File: config.mk
export PLATFORM = sky130hd
export DESIGN_NAME = http_response_header_parser_top_flat
export DESIGN_NICKNAME = d
export VERILOG_FILES = /design/src/rtl/core/hrhp_pkg.sv /design/src/rtl/core/hrhp_if.sv /design/src/rtl/core/hrhp_value.sv /design/src/rtl/core/hrhp_engine.sv /design/src/rtl/core/http_response_header_parser_top.sv /design/src/flat_wrapper.sv
export SDC_FILE = /design/constraint.sdc
export NUM_CORES = 1
export LEC_CHECK = 0
export BUFFER_PORTS_ARGS = -buffer_cell sky130_fd_sc_hd__buf_2
export CELL_PAD_IN_SITES_DETAIL_PLACEMENT = 1
export CELL_PAD_IN_SITES_GLOBAL_PLACEMENT = 2
export CORE_ASPECT_RATIO = 0.6
export CORE_MARGIN = 3
export CORE_UTILIZATION = 30
export CTS_CLUSTER_SIZE = 10
export DETAILED_ROUTE_END_ITERATION = 10
export PLACE_DENSITY_LB_ADDON = 0.1
export SYNTH_ARGS = -nofsm -noshare
export SYNTH_HDL_FRONTEND = slang
export SYNTH_SLANG_ARGS = --single-unit
File: constraint.sdc
create_clock -name i_clk -period 4.2 [get_ports i_clk]
set_clock_uncertainty 0.05 [all_clocks]
set_input_delay 0.42 -clock i_clk [delete_from_list [all_inputs] [get_ports i_clk]]
set_output_delay 0.42 -clock i_clk [all_outputs]
set_load 0.01 [all_outputs]
File: src/rtl/core/hrhp_pkg.sv
`timescale 1ns / 1ps

package hrhp_pkg;

    localparam int DEF_COUNT_BITS      = 34;
    localparam int DEF_MAX_VALUE_CHARS = 10;

    localparam int OUT_W       = 34;
    localparam int SKIP_LEN    = 9;
    localparam int PREFIX_LEN  = 12;
    localparam int LINE_SAT    = 13;

    localparam logic [2:0] ST_OK        = 3'd0;
    localparam logic [2:0] ST_FORBIDDEN = 3'd1;
    localparam logic [2:0] ST_NOT_FOUND = 3'd2;
    localparam logic [2:0] ST_UNKNOWN   = 3'd3;
    localparam logic [2:0] ST_OVERFLOW  = 3'd4;
    localparam logic [2:0] ST_PARTIAL   = 3'd5;

    localparam logic [1:0] VM_SKIP   = 2'd0;
    localparam logic [1:0] VM_DIGITS = 2'd1;
    localparam logic [1:0] VM_STOP   = 2'd2;

    localparam logic [7:0] CH_TAB   = 8'h09;
    localparam logic [7:0] CH_LF    = 8'h0A;
    localparam logic [7:0] CH_VT    = 8'h0B;
    localparam logic [7:0] CH_FF    = 8'h0C;
    localparam logic [7:0] CH_CR    = 8'h0D;
    localparam logic [7:0] CH_SPACE = 8'h20;
    localparam logic [7:0] CH_PLUS  = 8'h2B;
    localparam logic [7:0] CH_ZERO  = 8'h30;
    localparam logic [7:0] CH_NINE  = 8'h39;
    localparam logic [7:0] CH_COLON = 8'h3A;

    typedef struct packed {
        logic [7:0] in_byte;
        logic       end_of_stream;
    } t_item;

    typedef struct packed {
        logic             body_valid;
        logic [7:0]       body_byte;
        logic             done_res;
        logic [2:0]       status;
        logic [OUT_W-1:0] content_length;
        logic [OUT_W-1:0] bytes_received;
    } t_result;

    // Header name prefix that selects the length line.
    function automatic logic [7:0] prefix_char(input logic [3:0] idx);
        logic [7:0] ch;
        case (idx)
            4'd0:    ch = "C";
            4'd1:    ch = "o";
            4'd2:    ch = "n";
            4'd3:    ch = "t";
            4'd4:    ch = "e";
            4'd5:    ch = "n";
            4'd6:    ch = "t";
            4'd7:    ch = "-";
            4'd8:    ch = "L";
            4'd9:    ch = "e";
            4'd10:   ch = "n";
            4'd11:   ch = "g";
            default: ch = 8'h00;
        endcase
        return ch;
    endfunction

endpackage

File: src/rtl/core/hrhp_if.sv
`timescale 1ns / 1ps

interface hrhp_in_if;
    logic       valid;
    logic       ready;
    logic [7:0] in_byte;
    logic       end_of_stream;

    modport source (output valid, output in_byte, output end_of_stream, input ready);
    modport sink   (input valid, input in_byte, input end_of_stream, output ready);
endinterface

interface hrhp_out_if;
    logic        valid;
    logic        ready;
    logic        body_valid;
    logic [7:0]  body_byte;
    logic        done_res;
    logic [2:0]  status;
    logic [33:0] content_length;
    logic [33:0] bytes_received;

    modport source (
        output valid, output body_valid, output body_byte, output done_res,
        output status, output content_length, output bytes_received, input ready
    );
    modport sink (
        input valid, input body_valid, input body_byte, input done_res,
        input status, input content_length, input bytes_received, output ready
    );
endinterface

File: src/rtl/core/hrhp_value.sv
`timescale 1ns / 1ps

module hrhp_value import hrhp_pkg::*; #(
    parameter int COUNT_BITS = DEF_COUNT_BITS
) (
    input  logic [7:0]            i_char,
    input  logic [1:0]            i_mode,
    input  logic [COUNT_BITS-1:0] i_value,
    output logic [1:0]            o_mode,
    output logic [COUNT_BITS-1:0] o_value
);

    logic                  digit;
    logic                  blank;
    logic [COUNT_BITS+3:0] v_ext;
    logic [COUNT_BITS+3:0] acc;
    logic                  sat;

    assign digit = (i_char >= CH_ZERO) && (i_char <= CH_NINE);
    assign blank = (i_char == CH_SPACE) || (i_char == CH_TAB) || (i_char == CH_VT)
                || (i_char == CH_FF) || (i_char == CH_CR) || (i_char == CH_LF);
    assign v_ext = {4'b0000, i_value};
    assign acc   = (v_ext << 3) + (v_ext << 1) + {{COUNT_BITS{1'b0}}, i_char[3:0]};
    assign sat   = |acc[COUNT_BITS+3:COUNT_BITS];

    always_comb begin
        o_mode  = i_mode;
        o_value = i_value;
        case (i_mode)
            VM_SKIP: begin
                if (!blank) begin
                    if (i_char == CH_PLUS) begin
                        o_mode = VM_DIGITS;
                    end else if (digit) begin
                        o_value = {{(COUNT_BITS-4){1'b0}}, i_char[3:0]};
                        o_mode  = VM_DIGITS;
                    end else begin
                        o_mode = VM_STOP;
                    end
                end
            end
            VM_DIGITS: begin
                if (digit) begin
                    o_value = sat ? {COUNT_BITS{1'b1}} : acc[COUNT_BITS-1:0];
                end else begin
                    o_mode = VM_STOP;
                end
            end
            default: begin
            end
        endcase
    end

endmodule

File: src/rtl/core/hrhp_engine.sv
`timescale 1ns / 1ps

module hrhp_engine import hrhp_pkg::*; #(
    parameter int COUNT_BITS      = DEF_COUNT_BITS,
    parameter int MAX_VALUE_CHARS = DEF_MAX_VALUE_CHARS
) (
    input  logic    i_clk,
    input  logic    i_rst_n,
    input  logic    i_step,
    input  t_item   i_item,
    output t_result o_result
);

    localparam int VC_BITS = $clog2(MAX_VALUE_CHARS + 3);
    localparam logic [VC_BITS-1:0] VC_SAT  = VC_BITS'(MAX_VALUE_CHARS + 2);
    localparam logic [VC_BITS-1:0] VC_OVER = VC_BITS'(MAX_VALUE_CHARS + 1);

    localparam logic [2:0] PH_SKIP   = 3'd0;
    localparam logic [2:0] PH_STATUS = 3'd1;
    localparam logic [2:0] PH_HEADER = 3'd2;
    localparam logic [2:0] PH_BODY   = 3'd3;
    localparam logic [2:0] PH_DRAIN  = 3'd4;

    logic [2:0]            r_phase,       n_phase;
    logic [3:0]            r_phase_count, n_phase_count;
    logic [15:0]           r_status_digits, n_status_digits;
    logic [3:0]            r_line_pos,    n_line_pos;
    logic                  r_prefix_match, n_prefix_match;
    logic                  r_colon_seen,  n_colon_seen;
    logic [VC_BITS-1:0]    r_value_chars, n_value_chars;
    logic [1:0]            r_value_mode,  n_value_mode;
    logic [COUNT_BITS-1:0] r_value_now,   n_value_now;
    logic [COUNT_BITS-1:0] r_value_prev,  n_value_prev;
    logic [COUNT_BITS-1:0] r_length,      n_length;
    logic [COUNT_BITS-1:0] r_body_count,  n_body_count;

    logic [7:0]            c;
    logic [1:0]            fed_mode;
    logic [COUNT_BITS-1:0] fed_value;
    logic                  mismatch;
    logic [3:0]            line_pos_inc;
    logic                  length_line;
    logic                  too_long;
    logic [2:0]            klass;
    logic [COUNT_BITS-1:0] len_out_src;
    logic [COUNT_BITS-1:0] cnt_out_src;
    logic [OUT_W+COUNT_BITS-1:0] len_wide;
    logic [OUT_W+COUNT_BITS-1:0] cnt_wide;

    function automatic logic [2:0] classify(input logic [15:0] first_two,
                                            input logic [7:0] third);
        logic [2:0] k;
        k = ST_UNKNOWN;
        if (first_two[15:8] == "2" && first_two[7:0] == "0"
                && (third == "0" || third == "6")) begin
            k = ST_OK;
        end else if (first_two[15:8] == "4" && first_two[7:0] == "0") begin
            if (third == "3") begin
                k = ST_FORBIDDEN;
            end else if (third == "4") begin
                k = ST_NOT_FOUND;
            end
        end
        return k;
    endfunction

    assign c = i_item.in_byte;

    hrhp_value #(
        .COUNT_BITS(COUNT_BITS)
    ) u_value (
        .i_char  (c),
        .i_mode  (r_value_mode),
        .i_value (r_value_now),
        .o_mode  (fed_mode),
        .o_value (fed_value)
    );

    assign mismatch     = (r_line_pos < 4'(PREFIX_LEN)) && (c != prefix_char(r_line_pos));
    assign line_pos_inc = (r_line_pos < 4'(LINE_SAT)) ? r_line_pos + 4'd1 : r_line_pos;
    assign length_line  = r_colon_seen && (r_line_pos >= 4'(LINE_SAT)) && r_prefix_match;
    assign too_long     = (r_value_chars == '0) || (r_value_chars > VC_OVER);
    assign klass        = classify(r_status_digits, c);

    always_comb begin
        n_phase         = r_phase;
        n_phase_count   = r_phase_count;
        n_status_digits = r_status_digits;
        n_line_pos      = r_line_pos;
        n_prefix_match  = r_prefix_match;
        n_colon_seen    = r_colon_seen;
        n_value_chars   = r_value_chars;
        n_value_mode    = r_value_mode;
        n_value_now     = r_value_now;
        n_value_prev    = r_value_prev;
        n_length        = r_length;
        n_body_count    = r_body_count;

        o_result.body_valid = 1'b0;
        o_result.body_byte  = 8'h00;
        o_result.done_res   = 1'b0;
        o_result.status     = ST_OK;
        len_out_src         = n_length;
        cnt_out_src         = n_body_count;

        if (i_item.end_of_stream) begin
            if (r_phase == PH_SKIP || r_phase == PH_STATUS) begin
                o_result.done_res = 1'b1;
                o_result.status   = ST_PARTIAL;
            end else if (r_phase == PH_HEADER || r_phase == PH_BODY) begin
                o_result.done_res = 1'b1;
                o_result.status   = (r_body_count < r_length) ? ST_PARTIAL : ST_OK;
            end
            len_out_src     = r_length;
            cnt_out_src     = r_body_count;
            n_phase         = PH_SKIP;
            n_phase_count   = '0;
            n_status_digits = '0;
            n_line_pos      = '0;
            n_prefix_match  = 1'b1;
            n_colon_seen    = 1'b0;
            n_value_chars   = '0;
            n_value_mode    = VM_SKIP;
            n_value_now     = '0;
            n_value_prev    = '0;
            n_length        = '0;
            n_body_count    = '0;
        end else begin
            case (r_phase)
                PH_SKIP: begin
                    if (r_phase_count == 4'(SKIP_LEN - 1)) begin
                        n_phase       = PH_STATUS;
                        n_phase_count = '0;
                    end else begin
                        n_phase_count = r_phase_count + 4'd1;
                    end
                end
                PH_STATUS: begin
                    if (r_phase_count < 4'd2) begin
                        n_status_digits = {r_status_digits[7:0], c};
                        n_phase_count   = r_phase_count + 4'd1;
                    end else begin
                        n_phase_count = '0;
                        if (klass == ST_OK) begin
                            n_phase        = PH_HEADER;
                            n_line_pos     = '0;
                            n_prefix_match = 1'b1;
                            n_colon_seen   = 1'b0;
                            n_value_chars  = '0;
                            n_value_mode   = VM_SKIP;
                            n_value_now    = '0;
                            n_value_prev   = '0;
                        end else begin
                            n_phase           = PH_DRAIN;
                            o_result.done_res = 1'b1;
                            o_result.status   = klass;
                        end
                    end
                end
                PH_HEADER: begin
                    if (!r_colon_seen && c == CH_COLON) begin
                        n_colon_seen = 1'b1;
                        n_line_pos   = line_pos_inc;
                        if (mismatch) begin
                            n_prefix_match = 1'b0;
                        end
                    end else if (c == CH_LF) begin
                        if (length_line && too_long) begin
                            n_phase           = PH_DRAIN;
                            o_result.done_res = 1'b1;
                            o_result.status   = ST_OVERFLOW;
                        end else begin
                            if (length_line) begin
                                n_length = r_value_prev;
                            end
                            if (r_line_pos < 4'd2 && !r_colon_seen) begin
                                n_phase = PH_BODY;
                            end
                        end
                        n_line_pos     = '0;
                        n_prefix_match = 1'b1;
                        n_colon_seen   = 1'b0;
                        n_value_chars  = '0;
                        n_value_mode   = VM_SKIP;
                        n_value_now    = '0;
                        n_value_prev   = '0;
                    end else begin
                        n_line_pos = line_pos_inc;
                        if (mismatch) begin
                            n_prefix_match = 1'b0;
                        end
                        if (r_colon_seen) begin
                            if (r_value_chars < VC_SAT) begin
                                n_value_chars = r_value_chars + VC_BITS'(1);
                            end
                            n_value_prev = r_value_now;
                            n_value_mode = fed_mode;
                            n_value_now  = fed_value;
                        end
                    end
                end
                PH_BODY: begin
                    o_result.body_valid = 1'b1;
                    o_result.body_byte  = c;
                    if (r_body_count != {COUNT_BITS{1'b1}}) begin
                        n_body_count = r_body_count + COUNT_BITS'(1);
                    end
                end
                default: begin
                end
            endcase
            len_out_src = n_length;
            cnt_out_src = n_body_count;
        end

        len_wide = {{OUT_W{1'b0}}, len_out_src};
        cnt_wide = {{OUT_W{1'b0}}, cnt_out_src};
        o_result.content_length = len_wide[OUT_W-1:0];
        o_result.bytes_received = cnt_wide[OUT_W-1:0];
    end

    always_ff @(posedge i_clk) begin
        if (!i_rst_n) begin
            r_phase         <= PH_SKIP;
            r_phase_count   <= '0;
            r_status_digits <= '0;
            r_line_pos      <= '0;
            r_prefix_match  <= 1'b1;
            r_colon_seen    <= 1'b0;
            r_value_chars   <= '0;
            r_value_mode    <= VM_SKIP;
            r_value_now     <= '0;
            r_value_prev    <= '0;
            r_length        <= '0;
            r_body_count    <= '0;
        end else if (i_step) begin
            r_phase         <= n_phase;
            r_phase_count   <= n_phase_count;
            r_status_digits <= n_status_digits;
            r_line_pos      <= n_line_pos;
            r_prefix_match  <= n_prefix_match;
            r_colon_seen    <= n_colon_seen;
            r_value_chars   <= n_value_chars;
            r_value_mode    <= n_value_mode;
            r_value_now     <= n_value_now;
            r_value_prev    <= n_value_prev;
            r_length        <= n_length;
            r_body_count    <= n_body_count;
        end
    end

endmodule

File: src/rtl/core/http_response_header_parser_top.sv
// Path: a word accepted into the input register is processed by the engine, and
// its result word is captured in the result register once that register is free.
// Throughput: one word per cycle while the output is not stalled; the input register
// and the result register form a two-stage pipeline, so input is still taken while a
// result waits downstream if the input register is empty. Reset: i_rst_n is
// synchronous and active low; it empties both stages and returns the parser to the start of a response.
`timescale 1ns / 1ps

module http_response_header_parser_top import hrhp_pkg::*; #(
    parameter int COUNT_BITS      = DEF_COUNT_BITS,
    parameter int MAX_VALUE_CHARS = DEF_MAX_VALUE_CHARS
) (
    input  logic        i_clk,
    input  logic        i_rst_n,
    hrhp_in_if.sink     i_in,
    hrhp_out_if.source  o_out
);

    logic    r_in_valid;
    t_item   r_in;
    logic    r_out_valid;
    t_result r_out;
    logic    out_free;
    logic    step;
    t_result result;

    assign out_free = !r_out_valid || o_out.ready;
    assign step     = r_in_valid && out_free;
    assign i_in.ready = !r_in_valid || out_free;

    hrhp_engine #(
        .COUNT_BITS      (COUNT_BITS),
        .MAX_VALUE_CHARS (MAX_VALUE_CHARS)
    ) u_engine (
        .i_clk    (i_clk),
        .i_rst_n  (i_rst_n),
        .i_step   (step),
        .i_item   (r_in),
        .o_result (result)
    );

    always_ff @(posedge i_clk) begin
        if (!i_rst_n) begin
            r_in_valid  <= 1'b0;
            r_out_valid <= 1'b0;
        end else begin
            if (i_in.ready) begin
                r_in_valid <= i_in.valid;
            end
            if (out_free) begin
                r_out_valid <= r_in_valid;
            end
        end
    end

    always_ff @(posedge i_clk) begin
        if (i_in.valid && i_in.ready) begin
            r_in.in_byte       <= i_in.in_byte;
            r_in.end_of_stream <= i_in.end_of_stream;
        end
        if (step) begin
            r_out <= result;
        end
    end

    assign o_out.valid          = r_out_valid;
    assign o_out.body_valid     = r_out.body_valid;
    assign o_out.body_byte      = r_out.body_byte;
    assign o_out.done_res       = r_out.done_res;
    assign o_out.status         = r_out.status;
    assign o_out.content_length = r_out.content_length;
    assign o_out.bytes_received = r_out.bytes_received;

    a_status_only_on_done: assert property (@(posedge i_clk) disable iff (!i_rst_n)
        o_out.valid |-> (o_out.done_res || o_out.status == ST_OK))
        else $error("status reported without done_res");

    a_body_not_done: assert property (@(posedge i_clk) disable iff (!i_rst_n)
        (o_out.valid && o_out.body_valid) |-> !o_out.done_res)
        else $error("body word also marked done");

    a_full_blocks_input: assert property (@(posedge i_clk) disable iff (!i_rst_n)
        (r_in_valid && r_out_valid && !o_out.ready) |-> !i_in.ready)
        else $error("input taken while both stages are full and stalled");

    a_step_fills_output: assert property (@(posedge i_clk) disable iff (!i_rst_n)
        step |=> r_out_valid)
        else $error("result register empty after a step");

endmodule

File: src/flat_wrapper.sv
// flat-port wrapper written by rule: the top's interface ports become plain ports
module http_response_header_parser_top_flat import hrhp_pkg::*;
#(
    parameter int COUNT_BITS      = DEF_COUNT_BITS,
    parameter int MAX_VALUE_CHARS = DEF_MAX_VALUE_CHARS
)
  (i_clk, i_rst_n, i_in_valid, i_in_in_byte, i_in_end_of_stream, i_in_ready, o_out_valid, o_out_body_valid, o_out_body_byte, o_out_done_res, o_out_status, o_out_content_length, o_out_bytes_received, o_out_ready);
  hrhp_in_if i_in_i ();
  hrhp_out_if o_out_i ();
  input  logic i_clk;
  input  logic i_rst_n;
  input wire logic [$bits(i_in_i.valid)-1:0] i_in_valid;
  input wire logic [$bits(i_in_i.in_byte)-1:0] i_in_in_byte;
  input wire logic [$bits(i_in_i.end_of_stream)-1:0] i_in_end_of_stream;
  output wire logic [$bits(i_in_i.ready)-1:0] i_in_ready;
  output wire logic [$bits(o_out_i.valid)-1:0] o_out_valid;
  output wire logic [$bits(o_out_i.body_valid)-1:0] o_out_body_valid;
  output wire logic [$bits(o_out_i.body_byte)-1:0] o_out_body_byte;
  output wire logic [$bits(o_out_i.done_res)-1:0] o_out_done_res;
  output wire logic [$bits(o_out_i.status)-1:0] o_out_status;
  output wire logic [$bits(o_out_i.content_length)-1:0] o_out_content_length;
  output wire logic [$bits(o_out_i.bytes_received)-1:0] o_out_bytes_received;
  input wire logic [$bits(o_out_i.ready)-1:0] o_out_ready;
  assign i_in_i.valid = i_in_valid;
  assign i_in_i.in_byte = i_in_in_byte;
  assign i_in_i.end_of_stream = i_in_end_of_stream;
  assign i_in_ready = i_in_i.ready;
  assign o_out_valid = o_out_i.valid;
  assign o_out_body_valid = o_out_i.body_valid;
  assign o_out_body_byte = o_out_i.body_byte;
  assign o_out_done_res = o_out_i.done_res;
  assign o_out_status = o_out_i.status;
  assign o_out_content_length = o_out_i.content_length;
  assign o_out_bytes_received = o_out_i.bytes_received;
  assign o_out_i.ready = o_out_ready;
  http_response_header_parser_top #(.COUNT_BITS(COUNT_BITS), .MAX_VALUE_CHARS(MAX_VALUE_CHARS)) u_core (.i_clk(i_clk), .i_rst_n(i_rst_n), .i_in(i_in_i), .o_out(o_out_i));
endmodule
* After elaboration in Yosys (flattened, before gate mapping) *
Memory sizes are Yosys's and may differ from the RTL's. A register that Yosys moved wholly into a read port is not among the register bits.
Cells that the tools add are included.

cells by class
  $add $sub $neg = 6
  $lt $le $gt $ge = 10
  eq/ne operators = 37
  mux-type cells = 100
  bitwise gates (word level) = 1
  reduce and logical (&&, ||, !) cells = 46

operators with widths
  operator                                               count
  2-to-1 mux 34 bit                                      26
  case mux 34 bit (2 select lines)                       3
  2-to-1 mux 4 bit                                       24
  equality test 8 x 6 -> 1 bit, second input constant    10
  2-to-1 mux 16 bit                                      3
  equality test 8 x 4 -> 1 bit, second input constant    5
  adder 37 x 35 -> 38 bit                                1
  adder 38 x 4 -> 38 bit                                 1
  adder 34 x 1 -> 34 bit, second input constant          1
  < comparator 34 bit                                    1
  inequality test 34 bit, second input constant          1
  case mux 4 bit (2 select lines)                        4
  2-to-1 mux 3 bit                                       9
  2-to-1 mux 2 bit                                       13
  inequality test 5 x 4 -> 1 bit, second input constant  3
  AND reduction 7 bit                                    2
  adder 4 x 1 -> 4 bit, second input constant            3
  logical AND 1 bit                                      12
  < comparator 4 bit, second input constant              3
  2-to-1 mux 1 bit                                       12
  inequality test 4 x 1 -> 1 bit, second input constant  3
  logical OR 1 bit                                       11
  AND reduction 11 bit                                   1
  inequality test 5 x 3 -> 1 bit, second input constant  2
  34 further kinds                                       46

word-level totals
  flip-flop bits (word level) = 263
  memory bits (read-only) = 112
  output and inout port bits = 83
  logic and storage cells = 223
  memories = 1

memories
  name              depth  width  read ports  clocked after Yosys merged registers in  wr ports  RTL line        RTL
  (name not given)  16     7      1           1                                        0         hrhp_pkg.sv:52  case (idx)

* Depth between registers and ports, before layout *
  depth after elaboration = 13
  gate-level depth with buffers = 15

* By module *
From an unflattened synthesis, not the netlist that was laid out.

second synthesis, totals
  cells, all modules = 1796
  area, all modules = 15820.2 um2

modules (own cells, without submodules)
  module                           times used  cells an instance  area an instance (um2)  seq. area each (um2)
  hrhp_engine                      1           1252               9928.3                  3563.4
  hrhp_value                       1           445                3085.5                  0.0
  http_response_header_parser_top  1           99                 2806.4                  2742.6

* Least setup slack after synthesis *
Ideal clock, no wire load.

  path type = input to register
  start point = in o_out_ready
  end point = reg u_core.u_engine.r_body_count[11]
  setup time = 128 ps
  data arrival time = 3988 ps
  data required time = 4022 ps
  path slack = 35 ps
  stages on the path = 8
  buffers on the path = 2
  cells stage by stage = nand2b_1 > nand2_1 > inv_1 > clkbuf_1 > clkbuf_1 > o21ai_0 > a21oi_1 > nor2_1

between the ends
  longest elaborated chain between the ends = 2

RTL lines
  what                   RTL line                               RTL
  from (decl)            flat_wrapper.sv:23                     input wire logic [$bits(o_out_i.ready)-1:0] o_out_ready;
  logical OR 1 bit       http_response_header_parser_top.sv:27  assign out_free = !r_out_valid || o_out.ready;
  logical AND 1 bit      http_response_header_parser_top.sv:28  assign step = r_in_valid && out_free;
  named net u_core.step  http_response_header_parser_top.sv:24  logic step;
  to (signal assigned)   hrhp_engine.sv:248                     r_body_count <= n_body_count;
  to (decl)              hrhp_engine.sv:35                      logic [COUNT_BITS-1:0] r_body_count, n_body_count;

The timed path passes the listed nets, and every way through them passes these cells.
A chain may end at the register's enable or synchronous reset.

* Worst setup path in the final report *
  start point = reg u_core.u_engine.r_value_now[2]
  end point = reg u_core.u_engine.r_value_now[16]

between the ends
  longest elaborated chain between the ends = 11

RTL lines
  what                                RTL line            RTL
  from (decl)                         hrhp_engine.sv:32   logic [COUNT_BITS-1:0] r_value_now, n_value_now;
  from (signal assigned)              hrhp_engine.sv:245  r_value_now <= n_value_now;
  adder 37 x 35 -> 38 bit *           hrhp_value.sv:23    assign acc = (v_ext << 3) + (v_ext << 1) + {{COUNT_BITS{1'b0}}, i_char[3:0]};
  adder 38 x 4 -> 38 bit *            hrhp_value.sv:23
  OR reduction 4 bit                  hrhp_value.sv:24    assign sat = |acc[COUNT_BITS+3:COUNT_BITS];
  2-to-1 mux 34 bit *                 hrhp_value.sv:44    o_value = sat ? {COUNT_BITS{1'b1}} : acc[COUNT_BITS-1:0];
  2-to-1 mux 34 bit *                 hrhp_value.sv:43    if (digit) begin
  case mux 34 bit (2 select lines) *  hrhp_value.sv:29    case (i_mode)
  2-to-1 mux 34 bit *                 hrhp_engine.sv:192  if (r_colon_seen) begin
  2-to-1 mux 34 bit *                 hrhp_engine.sv:167  end else if (c == CH_LF) begin
  2-to-1 mux 34 bit *                 hrhp_engine.sv:161  if (!r_colon_seen && c == CH_COLON) begin
  case mux 34 bit (2 select lines) *  hrhp_engine.sv:129  case (r_phase)
  2-to-1 mux 34 bit *                 hrhp_engine.sv:106  if (i_item.end_of_stream) begin

Mark *: on every way between the ends. The rest lies on a longest branch, timed or not. The select of a mux whose other input is x is not followed.

==> impl_metrics.toml <==
[worst_hold_path]
hp-class = "input pin to flop"

[run_status]
run_status = "finished clean"

[logic_synthesis]
synthFlopType = "dfxtp_1"
ys_types = 81
async_flop_share = 0
seq_area_frac_synth = 0.417
syn_nets = 1856
synth-seq-cells = 270
synth_area_um2 = 15100
avgSynthCellArea_um2 = 8.74
yosysWarnings = 0
synth-edff-count = 90
synth_cells = 1729

[die]
core-area_um2 = 49600
pin_count = 96
die_y_um = 180
die-width_um = 296
start_util = 0.305
num_rows = 63
die-area_um2 = 53200

[placement]
dp_hpwl_um = 39800
io_buffers = 95
gp_congestion = 0.867

[pwr]
leakagePower_nw = 6.62
powerDensity_nw_per_um2 = 317
ir_drop_uv = 355

[routing]
drc = 0
wl_per_cell_um = 21.4
ant_nets = 0
num_vias = 13500
dr.pass1.iters = 5
drt_iter0_markers = 939
drt_wl_total_um = 53700
vias_per_cell = 5.38

[global_route]
antenna_found_initial = 0
busiest_layer = "met1"
grt_pass1_wl_um = 82700
gr-usage-met3 = 0.0264
grt_pass1_vias = 13400
use_met1 = 0.319
grt_overflow_total = 0
grt_usage = 0.197
grtUsageMet2 = 0.279
grt_start_max_net_pins = 101

[worst_setup_path]
start_kind = "flop"
end_kind = "flop"
crit_fanout = 7
critPathBufInv = 4
crit_chain = "inv_1, fa_1, inv_1, ha_1, a211oi_1, o21ai_0, a21boi_1, buf_4, o22a_1, o21bai_2, a221o_2, clkbuf_4, nor4_1, o21ai_1"
crit_type = "flop to flop"
cp.required_ps = 4570
arrival_ps = 4310
crit_family = "compound AO/OA/AOI/OAI gates"
slowest_delay_ps = 500
cp_slowest_cell = "fa_1"
cpMostUsedCell = "inv_1"

[cells_and_area]
drive_above_1_share = 0.125
syn2layout_area_growth_pct = 16.4
diodes = 0
nets = 1961
fillerInstances = 5779
final_util = 0.355

[clock_tree]
clock-sinks = 270
h-tree-depth = 1
insertion_delay_ps = 580
clockBufferDepth = 3
cts_made_buffers = 31
clk_pin_slew_ps = 70
cts_root_buf = "clkbuf_16"
cts_tree = "done"

[sta]
tightest_slew_ps = 911
tns_ps = 0
min_period_ps = 3950
final.period_utilization = 0.939
slew_violations = 0
setup_violations = 0
hold_violations = 0
maxSlewHeadroom = 0.391
rsz0062_at_grt = "false"
fmax_mhz = 253

[run]
cap_viol_max_count = 0
[placed cells by master (no fill, tap or decap), drive strengths merged, types with 9 or more instances in the layout]
| cell type | n |
|---|---|
| xor2 | 44 |
| and2 | 12 |
| clkbuf | 54 |
| ha | 112 |
| nor3 | 35 |
| o21a | 9 |
| a21o | 30 |
| xnor2 | 23 |
| nor2 | 167 |
| nand2 | 206 |
| a22oi | 55 |
| a211oi | 28 |
| o211ai | 13 |
| edfxtp | 90 |
| dlygate4sd3 | 9 |
| nor4 | 21 |
| buf | 158 |
| o21ai | 124 |
| nor2b | 9 |
| and3 | 18 |
| or3 | 19 |
| a21oi | 152 |
| dfxtp | 180 |
| nand4 | 24 |
| inv | 69 |
| nand3 | 46 |
| a31oi | 13 |
| a311oi | 9 |
[path summary, 6_finish.rpt]
check / startpoint / to / slack, ps / depth (start not counted)
worst max-delay path: u_core.u_engine.r_value_now[2] / u_core.u_engine.r_value_now[16] / 250 / 14
worst min-delay path: i_in_valid / u_core.r_in_valid / 30 / 3
worst max register to register: u_core.u_engine.r_value_now[2] / u_core.u_engine.r_value_now[16] / 250 / 14
worst min register to register: u_core.u_engine.r_length[32] / u_core.u_engine.r_length[32] / 410 / 2
[cells in the mapped netlist, types with 12 or more instances]
library cell / n / area [um2]
o21ai_0: 110 / 551
a211oi_1: 23 / 173
or3_1: 19 / 119
nand3_1: 46 / 230
and3_1: 18 / 113
nand4_1: 24 / 150
o211ai_1: 13 / 97.6
nor2_1: 166 / 623
a22oi_1: 55 / 413
a21o_1: 30 / 225
a21oi_1: 151 / 756
inv_1: 68 / 255
a31oi_1: 13 / 81.3
and2_1: 12 / 75.1
nand2_1: 206 / 773
xnor2_1: 23 / 201
xor2_1: 44 / 385
nor4_1: 21 / 131
edfxtp_1: 90 / 2700
o21ai_1: 13 / 65.1
ha_1: 112 / 1400
clkbuf_1: 78 / 293
nor3_1: 33 / 165
dfxtp_1: 180 / 3600
[cells by family after synthesis]
| family | synth area share |
|---|---|
| AO/OA/AOI/OAI | 0.207 |
| XOR/XNOR | 0.0388 |
| adder cells (fa/ha/maj) | 0.0954 |
| buffers and inverters | 0.0434 |
| flip-flops | 0.417 |
| multiplexers | 0.0102 |
| AND/OR/NAND/NOR | 0.188 |
[timing repair]
action	CTS	global route
hold buffers	9	0
resized for setup	0	9
hold endpoints to repair	9	0
setup buffers	0	7
endpoints found under the setup margin	0	34
[power breakdown]
part / internal, mW / switching [mW] / total (mW)
combinational: 0.0799 / 0.203 / 0.283
sequential: 2.75 / 0.0229 / 2.77
clock: 1.44 / 1.09 / 2.53
[stage by stage]
step | instances | worst slack (ps) | power (mW) | area (um2) | hold slack [ps]
3_3_place_gp | 2434 | 256 | 3.10 | 16500 | 392
3_5_place_dp | 2434 | 70.9 | 3.11 | 16500 | 403
5_1_grt | 2504 | 35.0 | 5.81 | 17600 | 23.3
2_1_floorplan | 1729 | 34.6 | 2.98 | 15100 | 382
6_report | 2504 | 255 | 5.58 | 17600 | 34.1
4_1_cts | 2496 | 48.3 | 5.67 | 17500 | 6.14
[area by class of cell]
class / instances / area, um2 / area share
Clock buffer: 53 / 908 / 0.0516
Sequential cell: 270 / 6310 / 0.358
Tap cell: 650 / 813 / 0.0462
Timing Repair Buffer: 168 / 1080 / 0.0616
Inverter: 70 / 268 / 0.0152
Multi-Input combinational cell: 1293 / 8210 / 0.467
[per-layer routing]
layer	share of wire	routed length (um)
met1	0.54	29200
met2	0.40	21500
met3	0.043	2330
met4	0.013	706
met5	0	0
[flip-flops by register name (all words and copies together), names as in the netlist, 2 cells and up, named ones only]
signal,cells
u_core.o_out.bytes_received,34
u_core.o_out.content_length,34
u_core.u_engine.r_body_count,34
u_core.u_engine.r_length,34
u_core.u_engine.r_value_now,34
u_core.u_engine.r_value_prev,34
u_core.u_engine.r_status_digits,16
u_core.r_in,9
u_core.o_out.body_byte,8
u_core.u_engine.r_line_pos,4
u_core.u_engine.r_phase_count,4
u_core.u_engine.r_value_chars,4
u_core.o_out.status,3
u_core.u_engine.r_phase,3
u_core.u_engine.r_value_mode,2
[worst register-to-register path, stage by stage, from the launching register on]
cell      delay, ps
dfxtp_1         410
inv_1            80
fa_1            500
inv_1            70
ha_1            310
a211oi_1        300
o21ai_0         160
a21boi_1        140
buf_4           200
o22a_1          260
o21bai_2        190
a221o_2         500
clkbuf_4        220
nor4_1          280
o21ai_1         100
Note: power is estimated with default switching activity, not from simulation.
